$ cat src/design/ctrj_pkg.sv
// ctrj_pkg: types, widths and codes shared by the cubic trajectory generator
// used by ctrj_ctrl, ctrj_dp and cubic_rest_to_rest_trajectory
// no dependencies
package ctrj_pkg;

  localparam int unsigned CoordW  = 32;   // Q16.16 coordinate width
  localparam int unsigned IndexW  = 16;   // step index and step count width
  localparam int unsigned FracW   = 31;   // fraction bits of s, s^2 and h
  localparam int unsigned MagW    = CoordW + 1;
  localparam int unsigned MulW    = (MagW > FracW + 2) ? MagW : FracW + 2;
  localparam int unsigned ProdW   = 2 * MulW;
  localparam int unsigned SumW    = CoordW + 2;
  localparam int unsigned DivCntW = $clog2(FracW);

  localparam logic [IndexW-1:0] StepCountRst = IndexW'(1000);

  typedef enum logic {
    OP_LOAD = 1'b0,
    OP_TICK = 1'b1
  } op_e;

  typedef struct packed {
    logic                     op;
    logic signed [CoordW-1:0] start_x;
    logic signed [CoordW-1:0] start_y;
    logic signed [CoordW-1:0] start_z;
    logic signed [CoordW-1:0] end_x;
    logic signed [CoordW-1:0] end_y;
    logic signed [CoordW-1:0] end_z;
  } in_item_t;

  typedef struct packed {
    logic signed [CoordW-1:0] sample_x;
    logic signed [CoordW-1:0] sample_y;
    logic signed [CoordW-1:0] sample_z;
    logic        [IndexW-1:0] step_index;
    logic                     last;
  } out_item_t;

  typedef enum logic [2:0] {
    ST_IDLE,
    ST_DIV,
    ST_SQ,
    ST_CUBE,
    ST_MX,
    ST_MY,
    ST_MZ,
    ST_DONE
  } ctrl_state_e;

  typedef enum logic [2:0] {
    MUL_NONE,
    MUL_SQ,
    MUL_CUBE,
    MUL_X,
    MUL_Y,
    MUL_Z
  } mul_sel_e;

  typedef enum logic [1:0] {
    CAP_NONE,
    CAP_X,
    CAP_Y
  } cap_sel_e;

  typedef struct packed {
    logic     load;
    logic     tick_start;
    logic     div_step;
    mul_sel_e mul_sel;
    cap_sel_e cap_sel;
    logic     out_write;
  } ctrj_cmd_t;

  typedef struct packed {
    logic div_done;
    logic out_free;
  } ctrj_status_t;

endpackage

$ cat src/design/ctrj_ctrl.sv
// ctrj_ctrl: sequencer for one tick (divide, square, blend, three scale steps, write)
// depends on ctrj_pkg
module ctrj_ctrl (
  input  logic                  clk_i,
  input  logic                  rst_ni,
  input  logic                  in_valid_i,
  input  logic                  in_op_i,
  output logic                  in_ready_o,
  input  ctrj_pkg::ctrj_status_t status_i,
  output ctrj_pkg::ctrj_cmd_t    cmd_o
);
  import ctrj_pkg::*;

  ctrl_state_e state_q, state_d;

  always_ff @(posedge clk_i or negedge rst_ni) begin
    if (!rst_ni) begin
      state_q <= ST_IDLE;
    end else begin
      state_q <= state_d;
    end
  end

  // next state
  always_comb begin
    state_d = state_q;
    case (state_q)
      ST_IDLE: begin
        if (in_valid_i && (in_op_i == OP_TICK)) state_d = ST_DIV;
      end
      ST_DIV: begin
        if (status_i.div_done) state_d = ST_SQ;
      end
      ST_SQ:   state_d = ST_CUBE;
      ST_CUBE: state_d = ST_MX;
      ST_MX:   state_d = ST_MY;
      ST_MY:   state_d = ST_MZ;
      ST_MZ:   state_d = ST_DONE;
      ST_DONE: begin
        if (status_i.out_free) state_d = ST_IDLE;
      end
      default: state_d = ST_IDLE;
    endcase
  end

  // outputs
  always_comb begin
    in_ready_o       = 1'b0;
    cmd_o            = '0;
    cmd_o.mul_sel    = MUL_NONE;
    cmd_o.cap_sel    = CAP_NONE;
    case (state_q)
      ST_IDLE: begin
        in_ready_o       = 1'b1;
        cmd_o.load       = in_valid_i && (in_op_i == OP_LOAD);
        cmd_o.tick_start = in_valid_i && (in_op_i == OP_TICK);
      end
      ST_DIV:  cmd_o.div_step = 1'b1;
      ST_SQ:   cmd_o.mul_sel  = MUL_SQ;
      ST_CUBE: cmd_o.mul_sel  = MUL_CUBE;
      ST_MX:   cmd_o.mul_sel  = MUL_X;
      ST_MY: begin
        cmd_o.mul_sel = MUL_Y;
        cmd_o.cap_sel = CAP_X;
      end
      ST_MZ: begin
        cmd_o.mul_sel = MUL_Z;
        cmd_o.cap_sel = CAP_Y;
      end
      ST_DONE: cmd_o.out_write = status_i.out_free;
      default: cmd_o = '0;
    endcase
  end

endmodule

$ cat src/design/ctrj_dp.sv
// ctrj_dp: endpoint store, step counter, restoring divider, shared multiplier,
// saturating adder and output register; depends on ctrj_pkg
module ctrj_dp (
  input  logic                          clk_i,
  input  logic                          rst_ni,
  input  ctrj_pkg::in_item_t             in_item_i,
  input  logic                          cfg_valid_i,
  input  logic [ctrj_pkg::IndexW-1:0]   cfg_step_count_i,
  input  ctrj_pkg::ctrj_cmd_t            cmd_i,
  output ctrj_pkg::ctrj_status_t         status_o,
  output logic                          out_valid_o,
  input  logic                          out_ready_i,
  output ctrj_pkg::out_item_t            out_item_o
);
  import ctrj_pkg::*;

  function automatic logic [MagW-1:0] mag_of(input logic [MagW-1:0] d);
    mag_of = d[MagW-1] ? (~d + MagW'(1)) : d;
  endfunction

  // endpoint state
  logic signed [CoordW-1:0] start_q [3];
  logic signed [MagW-1:0]   delta_q [3];
  logic [IndexW-1:0]        step_count_q, count_q;

  // per tick state
  logic [IndexW-1:0]  n_q, k_q;
  logic               last_q;
  logic [IndexW:0]    rem_q;
  logic [FracW-1:0]   quo_q;
  logic [DivCntW-1:0] div_cnt_q;
  logic [ProdW-1:0]   prod_q;
  logic [FracW-1:0]   h_q;
  logic [CoordW-1:0]  res_x_q, res_y_q;

  logic               out_valid_q;
  out_item_t          out_item_q;

  // step index clamp
  logic [IndexW-1:0] n_eff, n_m1, k_eff;
  logic              k_last;

  always_comb begin
    n_eff  = (step_count_q == '0) ? IndexW'(1) : step_count_q;
    n_m1   = n_eff - IndexW'(1);
    k_eff  = (count_q > n_m1) ? n_m1 : count_q;
    k_last = (k_eff == n_m1);
  end

  // one quotient bit per cycle
  logic [IndexW:0] rem_shift, rem_diff;
  logic            rem_ge;

  always_comb begin
    rem_shift = {rem_q[IndexW-1:0], 1'b0};
    rem_ge    = (rem_shift >= {1'b0, n_q});
    rem_diff  = rem_shift - {1'b0, n_q};
  end

  // shared multiplier
  logic [MulW-1:0]  mul_a, mul_b, g_val;
  logic [ProdW-1:0] mul_rnd, prod_d;
  logic [FracW-1:0] prod_mid;
  logic             prod_we;

  always_comb begin
    prod_mid = prod_q[2*FracW-1:FracW];
    g_val    = (MulW'(3) << FracW) - (MulW'(quo_q) << 1);
    mul_a    = '0;
    mul_b    = '0;
    mul_rnd  = '0;
    prod_we  = 1'b1;
    case (cmd_i.mul_sel)
      MUL_SQ: begin
        mul_a = MulW'(quo_q);
        mul_b = MulW'(quo_q);
      end
      MUL_CUBE: begin
        mul_a = MulW'(prod_mid);
        mul_b = g_val;
      end
      MUL_X: begin
        mul_a   = MulW'(mag_of(delta_q[0]));
        mul_b   = MulW'(prod_mid);
        mul_rnd = ProdW'(1) << (FracW - 1);
      end
      MUL_Y: begin
        mul_a   = MulW'(mag_of(delta_q[1]));
        mul_b   = MulW'(h_q);
        mul_rnd = ProdW'(1) << (FracW - 1);
      end
      MUL_Z: begin
        mul_a   = MulW'(mag_of(delta_q[2]));
        mul_b   = MulW'(h_q);
        mul_rnd = ProdW'(1) << (FracW - 1);
      end
      default: prod_we = 1'b0;
    endcase
    prod_d = ProdW'(mul_a) * ProdW'(mul_b) + mul_rnd;
  end

  // signed add of the scaled term with saturation
  logic [1:0]              comp;
  logic [MagW-1:0]         term;
  logic [SumW-1:0]         start_ext, term_ext, sum;
  logic [CoordW-1:0]       res_sat;

  always_comb begin
    case (cmd_i.cap_sel)
      CAP_X:   comp = 2'd0;
      CAP_Y:   comp = 2'd1;
      default: comp = 2'd2;
    endcase
    term      = prod_q[FracW+MagW-1:FracW];
    start_ext = {{2{start_q[comp][CoordW-1]}}, start_q[comp]};
    term_ext  = {1'b0, term};
    sum       = delta_q[comp][MagW-1] ? (start_ext - term_ext) : (start_ext + term_ext);
    if (sum[SumW-1:CoordW-1] == '0 || sum[SumW-1:CoordW-1] == '1) begin
      res_sat = sum[CoordW-1:0];
    end else if (sum[SumW-1]) begin
      res_sat = {1'b1, {(CoordW-1){1'b0}}};
    end else begin
      res_sat = {1'b0, {(CoordW-1){1'b1}}};
    end
  end

  always_comb begin
    status_o.div_done = (div_cnt_q == DivCntW'(FracW - 1));
    status_o.out_free = !out_valid_q || out_ready_i;
  end

  // control-relevant state
  always_ff @(posedge clk_i or negedge rst_ni) begin
    if (!rst_ni) begin
      for (int i = 0; i < 3; i++) begin
        start_q[i] <= '0;
        delta_q[i] <= '0;
      end
      step_count_q <= StepCountRst;
      count_q      <= '0;
      out_valid_q  <= 1'b0;
    end else begin
      if (cfg_valid_i) step_count_q <= cfg_step_count_i;
      if (cmd_i.load) begin
        start_q[0] <= in_item_i.start_x;
        start_q[1] <= in_item_i.start_y;
        start_q[2] <= in_item_i.start_z;
        delta_q[0] <= MagW'(in_item_i.end_x) - MagW'(in_item_i.start_x);
        delta_q[1] <= MagW'(in_item_i.end_y) - MagW'(in_item_i.start_y);
        delta_q[2] <= MagW'(in_item_i.end_z) - MagW'(in_item_i.start_z);
        count_q    <= '0;
      end else if (cmd_i.tick_start) begin
        count_q <= k_last ? k_eff : (k_eff + IndexW'(1));
      end
      if (cmd_i.out_write) begin
        out_valid_q <= 1'b1;
      end else if (out_ready_i) begin
        out_valid_q <= 1'b0;
      end
    end
  end

  // payload registers
  always_ff @(posedge clk_i) begin
    if (cmd_i.tick_start) begin
      n_q       <= n_eff;
      k_q       <= k_eff;
      last_q    <= k_last;
      rem_q     <= {1'b0, k_eff};
      quo_q     <= '0;
      div_cnt_q <= '0;
    end else if (cmd_i.div_step) begin
      rem_q     <= rem_ge ? rem_diff : rem_shift;
      quo_q     <= {quo_q[FracW-2:0], rem_ge};
      div_cnt_q <= div_cnt_q + DivCntW'(1);
    end
    if (prod_we) prod_q <= prod_d;
    if (cmd_i.mul_sel == MUL_X) h_q <= prod_mid;
    if (cmd_i.cap_sel == CAP_X) res_x_q <= res_sat;
    if (cmd_i.cap_sel == CAP_Y) res_y_q <= res_sat;
    if (cmd_i.out_write) begin
      out_item_q.sample_x   <= res_x_q;
      out_item_q.sample_y   <= res_y_q;
      out_item_q.sample_z   <= res_sat;
      out_item_q.step_index <= k_q;
      out_item_q.last       <= last_q;
    end
  end

  assign out_valid_o = out_valid_q;
  assign out_item_o  = out_item_q;

endmodule

$ cat src/design/cubic_rest_to_rest_trajectory.sv
// cubic_rest_to_rest_trajectory: one channel of a rest-to-rest cubic trajectory
// sequence: a tick item is accepted in idle, then the divider runs and the multiply
// steps follow; its result is registered once the output register is free
// acceptance: a new item is taken only in idle, after the previous tick is written,
// due to the one-bit-per-cycle divider and the single shared multiplier
// reset: asynchronous active low, endpoints and step counter clear, step_count 1000
module cubic_rest_to_rest_trajectory (
  input  logic                         clk_i,
  input  logic                         rst_ni,
  // input items: load endpoints or tick
  input  logic                         in_valid_i,
  output logic                         in_ready_o,
  input  ctrj_pkg::in_item_t            in_item_i,
  // result items: one per tick
  output logic                         out_valid_o,
  input  logic                         out_ready_i,
  output ctrj_pkg::out_item_t           out_item_o,
  // step_count register write
  input  logic                         cfg_valid_i,
  output logic                         cfg_ready_o,
  input  logic [ctrj_pkg::IndexW-1:0]  cfg_step_count_i
);
  import ctrj_pkg::*;

  ctrj_cmd_t    cmd;
  ctrj_status_t status;

  // register writes are taken directly, so the port is always open
  assign cfg_ready_o = 1'b1;

  // sequencer: idle, divide k/N into s, s^2, blend h, then scale x, y, z
  ctrj_ctrl u_ctrl (
    .clk_i      (clk_i),
    .rst_ni     (rst_ni),
    .in_valid_i (in_valid_i),
    .in_op_i    (in_item_i.op),
    .in_ready_o (in_ready_o),
    .status_i   (status),
    .cmd_o      (cmd)
  );

  // datapath: the output register parts the result from the next item,
  // so a finished sample can wait while a following load is taken
  ctrj_dp u_dp (
    .clk_i            (clk_i),
    .rst_ni           (rst_ni),
    .in_item_i        (in_item_i),
    .cfg_valid_i      (cfg_valid_i),
    .cfg_step_count_i (cfg_step_count_i),
    .cmd_i            (cmd),
    .status_o         (status),
    .out_valid_o      (out_valid_o),
    .out_ready_i      (out_ready_i),
    .out_item_o       (out_item_o)
  );

endmodule
$ cat config.mk
export PLATFORM = sky130hd
export DESIGN_NAME = cubic_rest_to_rest_trajectory
export DESIGN_NICKNAME = d
export VERILOG_FILES = /design/src/design/ctrj_pkg.sv /design/src/design/ctrj_ctrl.sv /design/src/design/ctrj_dp.sv /design/src/design/cubic_rest_to_rest_trajectory.sv
export SDC_FILE = /design/constraint.sdc
export NUM_CORES = 2
export LEC_CHECK = 0
export BUFFER_PORTS_ARGS = -buffer_cell sky130_fd_sc_hd__buf_2
export CAP_MARGIN = 20
export CORE_MARGIN = 4
export CORE_UTILIZATION = 40
export DETAILED_ROUTE_END_ITERATION = 6
export GPL_ROUTABILITY_DRIVEN = 0
export HOLD_SLACK_MARGIN = 0.15
export PLACE_DENSITY_LB_ADDON = 0.15
export SYNTH_ARGS = -nofsm -noshare
export SYNTH_HDL_FRONTEND = slang
export SYNTH_SLANG_ARGS = --single-unit
$ cat constraint.sdc
create_clock -name clk_i -period 30.3 [get_ports clk_i]
set_input_delay 4.545 -clock clk_i [delete_from_list [all_inputs] [get_ports clk_i]]
set_output_delay 4.545 -clock clk_i [all_outputs]
set_load 0.005 [all_outputs]
# After elaboration in Yosys (flattened, before gate mapping)
# Index checks and enable logic that the tools add are counted.
[totals] inputBits=214 regBits=588 output_inout_bits=116 wordCells=120
[classes] bitwise=5 n_lt_le_gt_ge=3 mux=37 add_sub_neg=14 reduce_logical=15 eq_ne=20 n_mul=1
[ops] op="$mux W33" count=5
[ops] op="$pmux W33 S5" count=1
[ops] op="$pmux W33 S4" count=1
[ops] op="$mux W16" count=8
[ops] op="$mux W32" count=4
[ops] op="$add A33 B1 Y33 const B" count=3
[ops] op="$not A33 Y33" count=3
[ops] op="$sub A32 B32 Y33" count=3
[ops] op="$bmux W33 S2" count=1
[ops] op="$add A64 B31 Y64" count=1
[ops] op="$bmux W32 S2" count=1
[ops] op="$mul A33 B33 Y64" count=1
[ops] op="$add A34 B33 Y34" count=1
[ops] op="$mux W34" count=1
[ops] op="$sub A34 B33 Y34" count=1
[ops] op="$sub A33 B32 Y33 const A" count=1
[ops] op="$mux W31" count=1
[ops] op="$pmux W3 S8" count=1
[ops] op="$eq A3 B3 Y1 const B" count=7
[ops] op="$ge A17 B16 Y1" count=1
[ops] op="$add A16 B1 Y16 const B" count=1
[ops] op="$eq A16 B16 Y1" count=1
[ops] op="$gt A16 B16 Y1" count=1
[ops] op="$logic_not A16 Y1" count=1
[ops] op="27 further kinds" count=45

# Logic depth before layout (Yosys ltp)
[depth] word_depth=13 depth_mapped=43 depth_no_buf=41

# Cells and area by module
# From an unflattened synthesis, not the netlist that was laid out.
[hier_totals] cells_unflattened=6957 hier_area_um2=66361.1
[by_module_without_submodules] mod="ctrj_dp" area_each_um2=66029.6 n_inst=1 cells_each=6922
[by_module_without_submodules] mod="ctrj_ctrl" area_each_um2=320.3 n_inst=1 cells_each=33
[by_module_without_submodules] mod="cubic_rest_to_rest_trajectory" area_each_um2=11.3 n_inst=1 cells_each=2

# Least setup slack after synthesis
# Ideal clock, no wire load.
[synth_timing] path_kind="flip-flop to flip-flop" from="register u_ctrl.state_q[1]" to="register u_dp.prod_q[57], data pin" t_required_ns=30.042 arrival_time_ns=10.907 period_less_slack_ns=11.165 setup_ns=0.258 slack_ns=19.135 n_path_buf=6 path_stages_with_launch=41 cell_sequence="dfrtp_1 > buf_2 > clkbuf_1 > nand3b_1 > ha_1 > nand2b_1 > or3b_1 > inv_2 > clkbuf_1 > clkbuf_1 > buf_1 > nand2_1 > o2111ai_1 > clkbuf_1 > nand2_1 > fa_1 > inv_1 > fa_1 > [... 5 more ...] > fa_1 > fa_1 > inv_1 > fa_1 > inv_1 > ha_1 > a21oi_1 > o2111ai_1 > a211oi_1 > o211ai_1 > o211ai_1 > o21ai_1 > a21oi_1 > a21oi_1 > a31oi_1 > nor2b_1 > o21a_1 > o221a_2"
[synth_via] elab_chain_len=7 elab_cells_between_ends=18 cone_classes="add/sub (1); mul (1); eq/ne (10); mux (4); reduce/logical (2)"
[synth_rtl] element="start, declared" line_no="ctrj_ctrl.sv:14" text="ctrl_state_e state_q, state_d;"
[synth_rtl] element="start signal, assigned" line_no="ctrj_ctrl.sv:20" text="state_q <= state_d;"
[synth_rtl] element="$eq A3 B3 Y1 / $eq A3 B2 Y1 (equally long branches)" line_no="ctrj_ctrl.sv:52" text="case (state_q)"
[synth_rtl] element="$pmux W3 S5 *" line_no="ctrj_ctrl.sv:52"
[synth_rtl] element="$eq A3 B3 Y1" line_no="ctrj_dp.sv:73" text="case (cmd_i.mul_sel)"
[synth_rtl] element="$reduce_or A2 Y1 (no source line)"
[synth_rtl] element="$pmux W33 S4" line_no="ctrj_dp.sv:73"
[synth_rtl] element="$mul A33 B33 Y64" line_no="ctrj_dp.sv:99" text="prod_d = ProdW'(mul_a) * ProdW'(mul_b) + mul_rnd;"
[synth_rtl] element="$add A64 B31 Y64 *" line_no="ctrj_dp.sv:99"
[synth_rtl] element="named net u_dp.prod_d[57]" line_no="ctrj_dp.sv:62" text="logic [ProdW-1:0] mul_rnd, prod_d;"
[synth_rtl] element="end signal, assigned" line_no="ctrj_dp.sv:177" text="if (prod_we) prod_q <= prod_d;"
[synth_rtl] element="end, declared" line_no="ctrj_dp.sv:32" text="logic [ProdW-1:0] prod_q;"
# The timed path passes the listed nets; every way through them passes the cells marked *.
# A chain may end at the register's enable or synchronous reset.

# Worst setup path after layout
[layout_timing] from="register u_ctrl.state_q[0]" to="register u_dp.prod_q[57], data pin"
# Same word-level chain as after synthesis.

==> Flow_metrics.wiki <==
{| class="wikitable"
! Metric !! Value
|-
| Floorplan die area || between 0.15 and 0.2 mm^2
|-
| Wire length of the first global-routing pass || ~340000 um
|-
| Number of port buffers || between 300 and 400
|-
| GR Util All Layers || 0.262
|-
| Count of unresolved DRC violations after routing || 0
|-
| CTS tree || built
|-
| Placement Rows || approximately 150
|-
| Gates resized, CTS repair || 0
|-
| Gate count of the mapped netlist || slightly above 7k
|-
| Worst slew margin relative to its limit || 0.214
|-
| Vert. Die Dim || just over 400 um
|-
| Clock tree root buffer cell || sky130_fd_sc_hd__clkbuf_16
|-
| Portion of the post-synthesis area used by sequential elements || 0.230
|-
| Maximum clock frequency || around 80 MHz
|-
| Count of cell types in the netlist || 100
|-
| Endpoint required time on the critical path || roughly 30 ns
|-
| # H-tree levels || 2
|-
| Share of the clock period used by the worst path || 0.415
|-
| Routed WL || 227000 um
|-
| Vias post-DR || about 52k
|-
| Setup repair after global routing missed its margin || false
|-
| X dimension of the die || 415 um
|-
| Cell mode on critical path || sky130_fd_sc_hd__fa_1
|-
| Count of endpoints failing setup in the final report || 0
|-
| Multi-input gate area || 0.0454 mm^2
|-
| Result of the run || completed
|-
| Count of endpoints failing hold in the final timing report || 0
|-
| Via count of the first global-routing pass || 54.0k
|-
| Arrival time of data at the critical path endpoint || around 13 ns
|-
| Mean area per synthesized cell || 9.18 um^2
|-
| Category of the worst setup path capture point || flip-flop
|-
| Reg2reg start || u_ctrl.state_q[0]$_DFFE_PN0P_
|-
| Critical Path Fanout Max || 61
|-
| Final net count || 8978
|-
| Master of the slowest instance on the critical path || sky130_fd_sc_hd__dfrtp_1
|-
| Type of origin of the critical path || flip-flop
|-
| Number of buffers added by the clock tree synthesis step || 58
|-
| Pins Over Slew Limit || 0
|-
| Count of hold-fix buffers inserted at cts || 0
|-
| Minimum clock period after layout || ~13 ns
|-
| Class of the most critical hold timing path || reg -> reg
|-
| Antenna Nets Post-Route || 0
|-
| HPWL after detailed placement || 173000 um
|-
| Effective utilization at floorplan || 0.405
|-
| Setup Total Neg Slack || 0 ns
|-
| Mapped Area || 0.0662 mm^2
|-
| Fin Clk Skew || 0.0272 ns
|-
| Fraction of final layout cells sized beyond drive strength 1 || 0.0930
|-
| Max-capacitance violation count || 0
|-
| Buffer count from post-CTS setup fixing || 0
|-
| Syn-to-layout area delta || 9.52%
|-
| Detail-routed net length per standard cell || 23.7 um
|-
| Clock slew at the register clock pins of the worst setup and hold paths || 0.06 ns
|-
| Top Ports || 330
|-
| Via density per instance || 5.45
|-
| Source-to-sink clock delay at the later pin of the worst-skew pair || between 0.6 and 0.7 ns
|-
| Count of filler cells inserted in the layout || 16.0k
|-
| Worst Setup SP || u_ctrl.state_q[0]$_DFFE_PN0P_
|-
| Flip-flop and latch count after synthesis || between 500 and 600
|-
| First drt pass iteration count || 7
|-
| Congestion Overflow GR || 0
|-
| Max clock buf depth || 3
|-
| Synth Flop Type || sky130_fd_sc_hd__edfxtp_1
|-
| Core Box Area || around 0.16 mm^2
|-
| Worst hold path startpoint || u_dp.res_y_q[28]$_DFFE_PN_
|-
| Number of synthesized flops with an enable pin || 290
|-
| Async set-reset flop share out of synthesis || 0.415
|-
| DR iter-0 viols || around 4.4k
|-
| Worst Setup Path Type || reg -> reg
|-
| Number of antenna violations at the first check in global routing || 10
|-
| Largest stage delay on the critical path || around 0.77 ns
|-
| Clock tree sinks || approximately 560
|-
| Yosys warning total || 0
|-
| Slew at the pin closest to its max-slew limit || 1.17 ns
|-
| Sequential cell area in the final layout || around 0.015 mm^2
|-
| Maximum number of pins on one net before global-route repair || between 150 and 200
|}
==> kinds of logic after synthesis <==
kind of cell / after synthesis / synth area share
AOI/OAI and AO/OA: 1025 / 0.0989
xor gates and xnor gates: 332 / 0.0445
adders and majority gates: 1414 / 0.377
buffers and inverters: 1561 / 0.0895
DFF: 557 / 0.230
muxes: 65 / 0.0103
other: 1 / 0.0000567
and+or+nand+nor: 2256 / 0.150
==> final cells by class <==
class	count	area share
multi-input combinational	5094	0.627
sequential	557	0.210
inverter	1187	0.0615
tap	2175	0.0376
timing repair buffer	452	0.0358
clock buffer	79	0.0231
clock inverter	30	0.00532
antenna	3	0.000104
==> sequential cells by signal, indices dropped and copies added (netlist names), 31 cells and up <==
signal,cells
u_dp.delta_q,99
u_dp.h_q,31
u_dp.res_y_q,32
u_dp.out_item_o,113
u_dp.quo_q,31
u_dp.start_q,96
u_dp.prod_q,33
u_dp.res_x_q,32
==> per-layer routing <==
metal  vias up  global-route usage  wire length (um)  share of wire
li1      23400                   -                 -              -
met1     26400               0.349             93700           0.41
met2      2009               0.439            108000           0.48
met3       444              0.0384             15700          0.069
met4         4              0.0885              9580          0.042
met5         -                   0                27        0.00012
==> cell usage after synthesis, types with 14 or more instances <==
library cell | number | area [um^2]
sky130_fd_sc_hd__nand3b_1 | 16 | 120
sky130_fd_sc_hd__nand4_1 | 32 | 200
sky130_fd_sc_hd__a221oi_1 | 14 | 123
sky130_fd_sc_hd__mux2i_1 | 48 | 480
sky130_fd_sc_hd__buf_2 | 33 | 165
sky130_fd_sc_hd__and2_1 | 74 | 463
sky130_fd_sc_hd__o31ai_1 | 48 | 360
sky130_fd_sc_hd__xor2_1 | 164 | 1440
sky130_fd_sc_hd__a222oi_1 | 25 | 250
sky130_fd_sc_hd__a21oi_1 | 191 | 956
sky130_fd_sc_hd__nor4_1 | 25 | 156
sky130_fd_sc_hd__edfxtp_1 | 290 | 8710
sky130_fd_sc_hd__a211oi_1 | 18 | 135
sky130_fd_sc_hd__buf_1 | 19 | 71.3
sky130_fd_sc_hd__dfxtp_1 | 36 | 721
sky130_fd_sc_hd__o41ai_1 | 16 | 140
sky130_fd_sc_hd__o21ai_0 | 385 | 1930
sky130_fd_sc_hd__dfrtp_1 | 225 | 5630
sky130_fd_sc_hd__or4_1 | 36 | 270
sky130_fd_sc_hd__nand2_1 | 1189 | 4460
sky130_fd_sc_hd__nor2b_1 | 29 | 181
sky130_fd_sc_hd__o21a_1 | 28 | 210
sky130_fd_sc_hd__a22o_1 | 23 | 201
sky130_fd_sc_hd__nor3_1 | 80 | 400
sky130_fd_sc_hd__nor2_1 | 514 | 1930
sky130_fd_sc_hd__a31oi_1 | 18 | 113
sky130_fd_sc_hd__and3_1 | 22 | 138
sky130_fd_sc_hd__clkbuf_1 | 317 | 1190
sky130_fd_sc_hd__nand2b_1 | 46 | 288
sky130_fd_sc_hd__a21boi_0 | 15 | 113
sky130_fd_sc_hd__or3_1 | 38 | 238
sky130_fd_sc_hd__mux2_2 | 16 | 180
sky130_fd_sc_hd__o211ai_1 | 15 | 113
sky130_fd_sc_hd__o21ai_1 | 23 | 115
sky130_fd_sc_hd__xnor2_1 | 166 | 1450
sky130_fd_sc_hd__nand3_1 | 85 | 425
sky130_fd_sc_hd__a21o_1 | 73 | 548
sky130_fd_sc_hd__ha_1 | 451 | 5640
sky130_fd_sc_hd__inv_1 | 1185 | 4450
sky130_fd_sc_hd__a221o_1 | 20 | 200
sky130_fd_sc_hd__fa_1 | 963 | 19300
==> per-stage QoR <==
stage	setup slack (ns)	hold WS, ns	cell area [um^2]	util	std cells
finish	17.73	0.410	72500	0.443	9577
global route	16.99	0.406	72500	0.443	9575
CTS	17.87	0.411	72500	0.443	9574
detailed placement	17.94	0.405	70400	0.431	9465
global placement	18.05	0.401	70400	0.431	9465
floorplan	19.14	0.400	66200	-	7212
==> layout by cell type (no fill, tap or decap), types with 164 or more instances in the layout <==
cell type / netlist / routed
sky130_fd_sc_hd__a21oi_1: 191 / 190
sky130_fd_sc_hd__edfxtp_1: 290 / 290
sky130_fd_sc_hd__nor2_1: 514 / 513
sky130_fd_sc_hd__dfrtp_1: 225 / 225
sky130_fd_sc_hd__buf_2: 33 / 327
sky130_fd_sc_hd__nand2_1: 1189 / 1184
sky130_fd_sc_hd__xnor2_1: 166 / 166
sky130_fd_sc_hd__o21ai_0: 385 / 384
sky130_fd_sc_hd__xor2_1: 164 / 164
sky130_fd_sc_hd__fa_1: 963 / 963
sky130_fd_sc_hd__ha_1: 451 / 448
sky130_fd_sc_hd__inv_1: 1185 / 1185
==> final timing paths <==
kind / to / cells after the start / slack, ns
worst max-delay path: u_dp.prod_q[57]$_DFFE_PP_ / 37 / 17.73
worst min-delay path: u_dp.out_item_o[77]$_DFFE_PP_ / 0 / 0.41
worst max register to register: u_dp.prod_q[57]$_DFFE_PP_ / 37 / 17.73
worst min register to register: u_dp.out_item_o[77]$_DFFE_PP_ / 0 / 0.41
max in group asynchronous: u_dp.step_count_q[1]$_DFFE_PN0P_ / 2 / 24.96
min in group asynchronous: u_dp.start_q[11]$_DFFE_PN0P_ / 1 / 3.86
==> worst max-delay path, delay by kind of cell (launching register included) <==
family	cells	cell delay [ns]
DFF	1	0.77
AOI/OAI and AO/OA	12	3.25
and+or+nand+nor	7	1.97
adders and majority gates	10	4.65
buffers and inverters	8	1.65
Power is not shown: default switching activity piles up to over one toggle a cycle in this logic, so the estimate is an artifact.
